<file path="config.mk">
export PLATFORM = sky130hd
export DESIGN_NAME = stl_binary_record_parser
export DESIGN_NICKNAME = d
export VERILOG_FILES = /design/src/stlbrp_pkg.sv /design/src/stl_binary_record_parser.sv
export VERILOG_INCLUDE_DIRS = /design/src /design/src/src
export SDC_FILE = /design/constraint.sdc
export NUM_CORES = 1
export LEC_CHECK = 0
export ABC_CLOCK_PERIOD_IN_PS = 19400
export BUFFER_PORTS_ARGS = -buffer_cell sky130_fd_sc_hd__buf_4
export CAP_MARGIN = 20
export CELL_PAD_IN_SITES_DETAIL_PLACEMENT = 2
export CELL_PAD_IN_SITES_GLOBAL_PLACEMENT = 2
export CORE_UTILIZATION = 25
export CTS_BUF_LIST = sky130_fd_sc_hd__clkbuf_2 sky130_fd_sc_hd__clkbuf_4 sky130_fd_sc_hd__clkbuf_8
export DETAILED_ROUTE_END_ITERATION = 12
export GPL_ROUTABILITY_DRIVEN = 0
export PLACE_DENSITY = 0.62
export SYNTH_ARGS = -nofsm -noshare
export SYNTH_HDL_FRONTEND = slang
export SYNTH_SLANG_ARGS = --single-unit
</file>
<file path="constraint.sdc">
create_clock -name clock -period 19.4 [get_ports clock]
set_input_delay 4.85 -clock clock [delete_from_list [all_inputs] [get_ports clock]]
set_output_delay 4.85 -clock clock [all_outputs]
set_load 0.02 [all_outputs]
</file>
<file path="src/stl_binary_record_parser_defines.svh">
// Assertion macros for the binary STL record parser.
// Included by the RTL files that carry concurrent checks; no other dependencies.
`ifndef STL_BINARY_RECORD_PARSER_DEFINES_SVH
`define STL_BINARY_RECORD_PARSER_DEFINES_SVH

// Same-cycle implication check.
`define STLBRP_ASSERT_NOW(label, clk, rst, ante, cons) \
   label: assert property (@(posedge clk) disable iff (rst) (ante) |-> (cons)) \
      else $error("stlbrp: same-cycle check failed");

// Next-cycle implication check.
`define STLBRP_ASSERT_NEXT(label, clk, rst, ante, cons) \
   label: assert property (@(posedge clk) disable iff (rst) (ante) |=> (cons)) \
      else $error("stlbrp: next-cycle check failed");

`endif

</file>
<file path="src/stlbrp_pkg.sv">
// Package for the binary STL record parser: transfer payload types, status codes,
// framing constants and the vertex byte locator. No dependencies.
`timescale 1ns / 1ps
`default_nettype none

package stlbrp_pkg;

   localparam int unsigned TRI_W    = 27;
   localparam int unsigned POS_W    = 33;
   localparam int unsigned VCNT_W   = 29;
   localparam int unsigned TCNT_W   = 28;
   localparam int unsigned OFS_W    = 6;
   localparam int unsigned CSR_AW   = 2;
   localparam int unsigned CSR_DW   = 32;

   localparam logic [TRI_W-1:0]  MAX_TRI_RESET = TRI_W'(100000000);
   localparam logic [POS_W-1:0]  POS_MAX       = {POS_W{1'b1}};
   localparam logic [VCNT_W-1:0] VCNT_MAX      = {VCNT_W{1'b1}};
   localparam logic [POS_W-1:0]  HEADER_BYTES  = POS_W'(80);
   localparam logic [POS_W-1:0]  DATA_START    = POS_W'(84);
   localparam logic [OFS_W-1:0]  RECORD_LAST   = OFS_W'(49);
   localparam logic [OFS_W-1:0]  VERTEX_FIRST  = OFS_W'(12);
   localparam logic [OFS_W-1:0]  VERTEX_END    = OFS_W'(48);
   localparam logic [3:0]        VERTEX_LAST   = 4'd11;
   localparam logic [7:0]        EXP_ONES      = 8'hFF;

   localparam logic [0:0] KIND_VERTEX = 1'b0;
   localparam logic [0:0] KIND_END    = 1'b1;

   localparam logic [2:0] ST_OK        = 3'd0;
   localparam logic [2:0] ST_TOO_SMALL = 3'd1;
   localparam logic [2:0] ST_BAD_COUNT = 3'd2;
   localparam logic [2:0] ST_LEN_MISM  = 3'd3;
   localparam logic [2:0] ST_NONFINITE = 3'd4;

   localparam logic [0:0]        REG_MAX_TRI      = 1'b0;
   localparam logic [CSR_AW-1:0] REG_MAX_TRI_ADDR = CSR_AW'({REG_MAX_TRI, 2'b00});

   typedef struct packed {
      logic [7:0] data_byte;
      logic       is_final;
   } req_data_type;

   typedef struct packed {
      logic [0:0]        kind;
      logic [31:0]       x_bits;
      logic [31:0]       y_bits;
      logic [31:0]       z_bits;
      logic [VCNT_W-1:0] vertex_number;
      logic [2:0]        status;
      logic [31:0]       triangle_total;
      logic [TRI_W-1:0]  bad_triangle;
   } rsp_data_type;

   // byte location inside the current 12-byte vertex, for record offsets 12..47
   function automatic logic [3:0] vertex_loc(input logic [OFS_W-1:0] ofs);
      logic [OFS_W-1:0] d;
      d = ofs - VERTEX_FIRST;
      if (d >= OFS_W'(24)) begin
         d = d - OFS_W'(24);
      end else if (d >= OFS_W'(12)) begin
         d = d - OFS_W'(12);
      end
      return d[3:0];
   endfunction

endpackage

`default_nettype wire

</file>
<file path="src/stl_binary_record_parser.sv">
// Binary STL record parser: takes one file byte per transfer and emits one transfer per
// completed vertex (raw x/y/z float bits with a running vertex number) and one end
// transfer on the byte flagged final, whose status reports too small, count above
// max_triangles, length not 84 + 50 * count, or a non-finite vertex (first triangle
// kept). One byte is accepted every clock while req_stall is low; a result is registered
// and offered on the cycle after its byte is taken. The only back-pressure is the single
// result register: while it holds a result and rsp_stall is high, req_stall is high. Register
// 0 at byte address 0 (csr port) sets max_triangles; write it only while the stream is idle.
// Depends on stlbrp_pkg and stl_binary_record_parser_defines.svh.
`timescale 1ns / 1ps
`default_nettype none
`include "stl_binary_record_parser_defines.svh"

module stl_binary_record_parser import stlbrp_pkg::*; (
   input  wire logic               clock,
   input  wire logic               reset,
   input  wire logic               req_valid,
   output      logic               req_stall,
   input  wire req_data_type       req_data,
   output      logic               rsp_valid,
   input  wire logic               rsp_stall,
   output      rsp_data_type       rsp_data,
   input  wire logic               csr_psel,
   input  wire logic               csr_penable,
   input  wire logic               csr_pwrite,
   input  wire logic [CSR_AW-1:0]  csr_paddr,
   input  wire logic [CSR_DW-1:0]  csr_pwdata,
   output      logic [CSR_DW-1:0]  csr_prdata,
   output      logic               csr_pready
);

   logic [TRI_W-1:0]       max_tri_ff;
   logic [POS_W-1:0]       pos_ff, pos_in;
   logic [31:0]            count_ff, count_in;
   logic [OFS_W-1:0]       ofs_ff, ofs_in;
   logic [2:0][31:0]       coord_ff, coord_in;
   logic [VCNT_W-1:0]      vcnt_ff, vcnt_in;
   logic [TCNT_W-1:0]      tcnt_ff, tcnt_in;
   logic [1:0]             mod3_ff, mod3_in;
   logic                   nonfin_ff, nonfin_in;
   logic [TRI_W-1:0]       bad_tri_ff, bad_tri_in;
   logic [POS_W-1:0]       exp_len_ff, exp_len_in;
   logic                   rsp_valid_ff, rsp_valid_in;
   rsp_data_type           rsp_data_ff, rsp_data_in;

   logic                   accept;
   logic                   csr_write;
   logic                   vertex_done;
   logic                   any_bad;
   logic                   len_mism;
   logic [3:0]             loc;
   logic [2:0]             status;
   logic [TRI_W-1:0]       cnt_lo;

   assign accept     = req_valid && !req_stall;
   assign req_stall  = rsp_valid_ff && rsp_stall;
   assign rsp_valid  = rsp_valid_ff;
   assign rsp_data   = rsp_data_ff;
   assign csr_pready = 1'b1;
   assign csr_write  = csr_psel && csr_penable && csr_pwrite && csr_pready;
   assign csr_prdata = (csr_paddr == REG_MAX_TRI_ADDR) ?
                       {{(CSR_DW-TRI_W){1'b0}}, max_tri_ff} : '0;

   // expected file length from the assembled count; valid two bytes after the count
   assign cnt_lo     = count_ff[TRI_W-1:0];
   assign exp_len_in = DATA_START + {1'b0, cnt_lo, 5'b0} + {2'b0, cnt_lo, 4'b0}
                     + {5'b0, cnt_lo, 1'b0};

   always_comb begin
      pos_in      = pos_ff;
      count_in    = count_ff;
      ofs_in      = ofs_ff;
      coord_in    = coord_ff;
      vcnt_in     = vcnt_ff;
      tcnt_in     = tcnt_ff;
      mod3_in     = mod3_ff;
      nonfin_in   = nonfin_ff;
      bad_tri_in  = bad_tri_ff;
      vertex_done = 1'b0;
      any_bad     = 1'b0;
      len_mism    = 1'b0;
      status      = ST_OK;
      loc         = vertex_loc(ofs_ff);
      rsp_data_in = rsp_data_ff;
      rsp_valid_in = rsp_valid_ff && rsp_stall;

      if (accept) begin
         if (pos_ff >= HEADER_BYTES && pos_ff < DATA_START) begin
            count_in[8*pos_ff[1:0] +: 8] = req_data.data_byte;
         end else if (pos_ff >= DATA_START) begin
            if (ofs_ff >= VERTEX_FIRST && ofs_ff < VERTEX_END) begin
               coord_in[loc[3:2]][8*loc[1:0] +: 8] = req_data.data_byte;
               vertex_done = (loc == VERTEX_LAST);
            end
            ofs_in = (ofs_ff == RECORD_LAST) ? '0 : ofs_ff + OFS_W'(1);
         end
         if (pos_ff != POS_MAX) begin
            pos_in = pos_ff + POS_W'(1);
         end

         if (pos_ff == DATA_START - POS_W'(1)) begin
            len_mism = (count_in != 32'd0);
         end else if (pos_ff == DATA_START) begin
            len_mism = 1'b1;
         end else begin
            len_mism = (pos_in != exp_len_ff);
         end

         if (pos_in < DATA_START) begin
            status = ST_TOO_SMALL;
         end else if (count_in > {{(32-TRI_W){1'b0}}, max_tri_ff}) begin
            status = ST_BAD_COUNT;
         end else if (len_mism) begin
            status = ST_LEN_MISM;
         end else if (nonfin_ff) begin
            status = ST_NONFINITE;
         end

         any_bad = (coord_in[0][30:23] == EXP_ONES) || (coord_in[1][30:23] == EXP_ONES)
                || (coord_in[2][30:23] == EXP_ONES);

         if (req_data.is_final) begin
            rsp_valid_in               = 1'b1;
            rsp_data_in                = '0;
            rsp_data_in.kind           = KIND_END;
            rsp_data_in.status         = status;
            rsp_data_in.triangle_total = count_in;
            rsp_data_in.bad_triangle   = (status == ST_NONFINITE) ? bad_tri_ff : '0;
            pos_in     = '0;
            count_in   = '0;
            ofs_in     = '0;
            vcnt_in    = '0;
            tcnt_in    = '0;
            mod3_in    = '0;
            nonfin_in  = 1'b0;
            bad_tri_in = '0;
         end else if (vertex_done) begin
            rsp_valid_in              = 1'b1;
            rsp_data_in               = '0;
            rsp_data_in.kind          = KIND_VERTEX;
            rsp_data_in.x_bits        = coord_in[0];
            rsp_data_in.y_bits        = coord_in[1];
            rsp_data_in.z_bits        = coord_in[2];
            rsp_data_in.vertex_number = vcnt_ff;
            if (!nonfin_ff && any_bad) begin
               nonfin_in  = 1'b1;
               bad_tri_in = tcnt_ff[TRI_W-1:0];
            end
            if (vcnt_ff != VCNT_MAX) begin
               vcnt_in = vcnt_ff + VCNT_W'(1);
               if (mod3_ff == 2'd2) begin
                  mod3_in = 2'd0;
                  tcnt_in = tcnt_ff + TCNT_W'(1);
               end else begin
                  mod3_in = mod3_ff + 2'd1;
               end
            end
         end
      end
   end

   always_ff @(posedge clock) begin
      if (reset) begin
         max_tri_ff   <= MAX_TRI_RESET;
         pos_ff       <= '0;
         count_ff     <= '0;
         ofs_ff       <= '0;
         vcnt_ff      <= '0;
         tcnt_ff      <= '0;
         mod3_ff      <= '0;
         nonfin_ff    <= 1'b0;
         bad_tri_ff   <= '0;
         exp_len_ff   <= DATA_START;
         rsp_valid_ff <= 1'b0;
      end else begin
         if (csr_write) begin
            max_tri_ff <= csr_pwdata[TRI_W-1:0];
         end
         pos_ff       <= pos_in;
         count_ff     <= count_in;
         ofs_ff       <= ofs_in;
         vcnt_ff      <= vcnt_in;
         tcnt_ff      <= tcnt_in;
         mod3_ff      <= mod3_in;
         nonfin_ff    <= nonfin_in;
         bad_tri_ff   <= bad_tri_in;
         exp_len_ff   <= exp_len_in;
         rsp_valid_ff <= rsp_valid_in;
      end
   end

   always_ff @(posedge clock) begin
      coord_ff    <= coord_in;
      rsp_data_ff <= rsp_data_in;
   end

   `STLBRP_ASSERT_NEXT(a_final_clears, clock, reset, accept && req_data.is_final,
      pos_ff == '0 && vcnt_ff == '0 && ofs_ff == '0 && !nonfin_ff)
   `STLBRP_ASSERT_NEXT(a_final_ends, clock, reset, accept && req_data.is_final,
      rsp_valid_ff && rsp_data_ff.kind == KIND_END)
   `STLBRP_ASSERT_NEXT(a_nonfin_sticky, clock, reset,
      nonfin_ff && !(accept && req_data.is_final), nonfin_ff)
   `STLBRP_ASSERT_NOW(a_tri_track, clock, reset, 1'b1,
      {1'b0, vcnt_ff} == {tcnt_ff, 1'b0} + {1'b0, tcnt_ff} + {28'd0, mod3_ff})

endmodule

`default_nettype wire
</file>
==> run_results.csv <==
group,metric,value,unit
yosys,synth_commonest_cells,"edfxtp_1 (284), nor2_1 (249), dfxtp_1 (217)",
setup_path,worstPathRequired,14.55,ns
setup_path,critPathLaunchType,"input port",
floorplanning,ios,273,
global_routing,grt_max_degree,83,
place,dpl_cell_area,29500,µm²
yosys,syn_avg_cell_area,10.3,µm²
cells_and_area,final_nets,2983,
yosys,ys_types,90,
routing,wl_met2,43600,µm
yosys,netlist_top_cells_area,"edfxtp_1 (33%), dfxtp_1 (17%), ha_1 (5.0%)",
clock_network,cts_repair_resize_count,0,
timing,finalHoldViolCount,0,
yosys,yosys.area.top_type,"edfxtp_1",
clock_network,clock-sinks,501,
min_path,min_from,"max_tri_ff[12]",
setup_path,r2r_slack,13.37,ns
global_routing,grt_use_total,0.170,
timing,finalCriticalPeriod,10.38,ns
setup_path,crit_start,"csr_paddr[1]",
setup_path,path_cells,"buf_4 > nor3_1 > buf_4",
routing,top_layer,"met4",
global_routing,grt_pass1_vias,22800,
routing,wl_per_cell,21.4,µm
routing,drcViolationCount,0,
floorplanning,die_w,326,µm
job,maxCapViolations,0,
yosys,ys_seq_area_frac,0.492,
timing,fin_skew,0.0382,ns
clock_network,htree_num_levels,3,
global_routing,grt_overflow,0,
setup_path,worstReg2RegStart,"pos_ff[11]",
clock_network,path_clk_slew,0.06,ns
clock_network,cts_post_setup_buffers_inserted,0,
timing,maxSlewViolCount,0,
pwr,p_sw,0.000623,W
routing,ant_nets,0,
clock_network,clkLatencyLatePin,0.73,ns
timing,fin_hold_ws,0.457,ns
timing,setup_viol,0,
floorplanning,placementRows,118,
routing,wl_met3,4950,µm
routing,wl_met1,40200,µm
setup_path,crit_path_end_kind,"primary output",
setup_path,timing.critical_path.buf_inv,2,
routing,totalWireLength,91200,µm
setup_path,crit_slowest_cell,"nor3_1",
yosys,synth-edff-count,284,
clock_network,cts_buffers,93,
yosys,syn_area,26200,µm²
setup_path,ff2ff_path_depth,15,
timing,setup_tns,0,ns
routing,dr.pass1.iters,5,
cells_and_area,area_growth_syn_to_layout,20.2,%
timing,fmax,96.3,MHz
routing,viasPerCell,4.86,
setup_path,path_common_cell,"buf_4",
floorplanning,die_h,326,µm
pwr,p_seq_frac,0.493,
place,numPlacedInstances,4084,
timing,max_slew_margin,0.295,
clock_network,cts_root_buf,"clkbuf_8",
yosys,synthArstFlopShare,0,
pwr,ir_drop,0.0000419,V
floorplanning,coreArea,104000,µm²
yosys,yosysTopAreaCellShare,0.326,
floorplanning,die_area,106000,µm²
yosys,synthFlopType,"edfxtp_1",
routing,dr_total_vias,20700,
global_routing,antenna_found_initial,2,
pwr,p_leak,12.0,nW
yosys,synth.most_common_cell,"edfxtp_1",
timing,rsz0062_at_grt,"no",
pwr,clock_power_share,0.436,
setup_path,critical-path-max-stage-delay,0.28,ns
place,dp_hpwl,66200,µm
cells_and_area,stdcell_count,4264,
pwr,p_int,0.00176,W
outcome,status,"finished, final reports clean",
cells_and_area,finalInstanceArea,31500,µm²
setup_path,path_delay_family,"buffers and inverters",
floorplanning,start_util,0.252,
clock_network,hold_buffers,0,
timing,layout_worst_path_cycle_share,0.535,
timing,worst_pin_slew,1.05,ns
pwr,p_per_area,75.7,nW/µm²
min_path,hold_path_end,"max_tri_ff[12]",
global_routing,grt_pass1_wl,141000,µm
clock_network,cts_tree,"done",
routing,drt_iter0_drc,951,
setup_path,timing.critical_path.arrival,5.53,ns
min_path,hold_path.class,"reg -> reg",
cells_and_area,drive_gt1_frac,0.207,
yosys,ys_ff_latch,501,
cells_and_area,utilization,0.303,
pwr,comb_power_share,0.072,
min_path,hold_depth,2,
setup_path,r2r-end,"rsp_data[59]",
setup_path,worstSetupPathType,"in -> out",
setup_path,critPathMaxFanout,27,
pwr,switching_share,0.262,
place,portBuffers,261,
yosys,syn_inst,2547,
yosys,ys_warn_count,0,
clock_network,cts_buffer_depth,3,
[routing by layer]
metal  GRT usage  vias up
met5           0        -
li1            -     9651
met1       0.212    10500
met3      0.0416      147
met4      0.0529        0
met2       0.287      445
[registers in the layout, indices dropped and copies added, names as in the netlist]
name / flops
rsp_data: 188
coord_ff: 96
pos_ff: 33
count_ff: 32
exp_len_ff: 32
vcnt_ff: 29
bad_tri_ff: 27
max_tri_ff: 27
tcnt_ff: 27
ofs_ff: 6
mod3_ff: 2
nonfin_ff: 1
rsp_valid: 1
[how the worst max path moves through the flow]
stage | end | slack [ns] | cells after the start
finish | csr_prdata[17] | 9.02 | 3
global route | csr_prdata[0] | 9.01 | 3
CTS | csr_prdata[17] | 9.01 | 3
detailed placement | csr_prdata[17] | 9.02 | 3
global placement | csr_prdata[17] | 9.08 | 3
floorplan | rsp_data[0] | 5.59 | 4
[power by group through the flow]
stage,clock [W],combinational (W),sequential (W)
floorplan,0,0.0000732,0.00122
global placement,0,0.000166,0.00119
detailed placement,0,0.000173,0.00120
CTS,0.00108,0.000173,0.00118
global route,0.00112,0.000185,0.00118
finish,0.00104,0.000171,0.00117
[tightest hold or removal path, delay by kind of cell, from the launching register on]
| kind | cells | cell delay, ns |
|---|---|---|
| flip-flops | 1 | 0.31 |
| AO/OA/AOI/OAI | 1 | 0.05 |
| AND/OR/NAND/NOR | 1 | 0.05 |
[cells by family after synthesis]
logic type,after synthesis,synth area share
flip-flops,501,0.492
AO/OA/AOI/OAI,398,0.0988
multiplexers,132,0.0551
adder cells (fa/ha/maj),127,0.0673
other,2,0.000287
XOR/XNOR,117,0.0392
buffers and inverters,257,0.0413
AND/OR/NAND/NOR,1013,0.206
[area by class of cell]
cell class	instances	area, µm²
diodes	2	5.00
repair buffers	306	2330
inverters	111	422
flip-flops and latches	501	12900
well taps	1380	1730
multi-input cells	1793	12300
clock buffers	124	1550
clock inverters	47	288
fillers	11500	72200
[metrics by stage]
stage               total power [W]  setup WS [ns]
finish                      0.00238           9.02
global route                0.00248           9.01
CTS                         0.00243           9.01
detailed placement          0.00137           9.02
global placement            0.00136           9.08
floorplan                   0.00129           5.59
[cell usage in the layout (no fill, tap or decap), types with 17 or more instances in the layout]
| cell | netlist | routed |
|---|---|---|
| edfxtp_1 | 284 | 284 |
| nor4_1 | 26 | 25 |
| and2_1 | 151 | 151 |
| clkbuf_8 | 0 | 99 |
| mux2_2 | 97 | 97 |
| nand3_1 | 70 | 70 |
| clkinv_1 | 1 | 21 |
| a21oi_1 | 136 | 136 |
| nand2b_1 | 28 | 28 |
| nor2_1 | 249 | 247 |
| dfxtp_1 | 217 | 217 |
| ha_1 | 104 | 104 |
| fa_1 | 23 | 23 |
| a211o_1 | 17 | 17 |
| clkbuf_4 | 0 | 28 |
| or3_1 | 28 | 28 |
| xor2_1 | 51 | 51 |
| nor3_1 | 79 | 79 |
| nand2_1 | 160 | 160 |
| and3_1 | 33 | 33 |
| o21ai_0 | 85 | 85 |
| xnor2_1 | 66 | 66 |
| a31oi_1 | 25 | 25 |
| mux2i_1 | 35 | 35 |
| a21o_1 | 18 | 17 |
| nor4b_1 | 28 | 28 |
| buf_4 | 8 | 298 |
| inv_1 | 108 | 108 |
| nand4_1 | 47 | 47 |
| nor2b_1 | 44 | 44 |
Power figures use the tool's default switching activity.
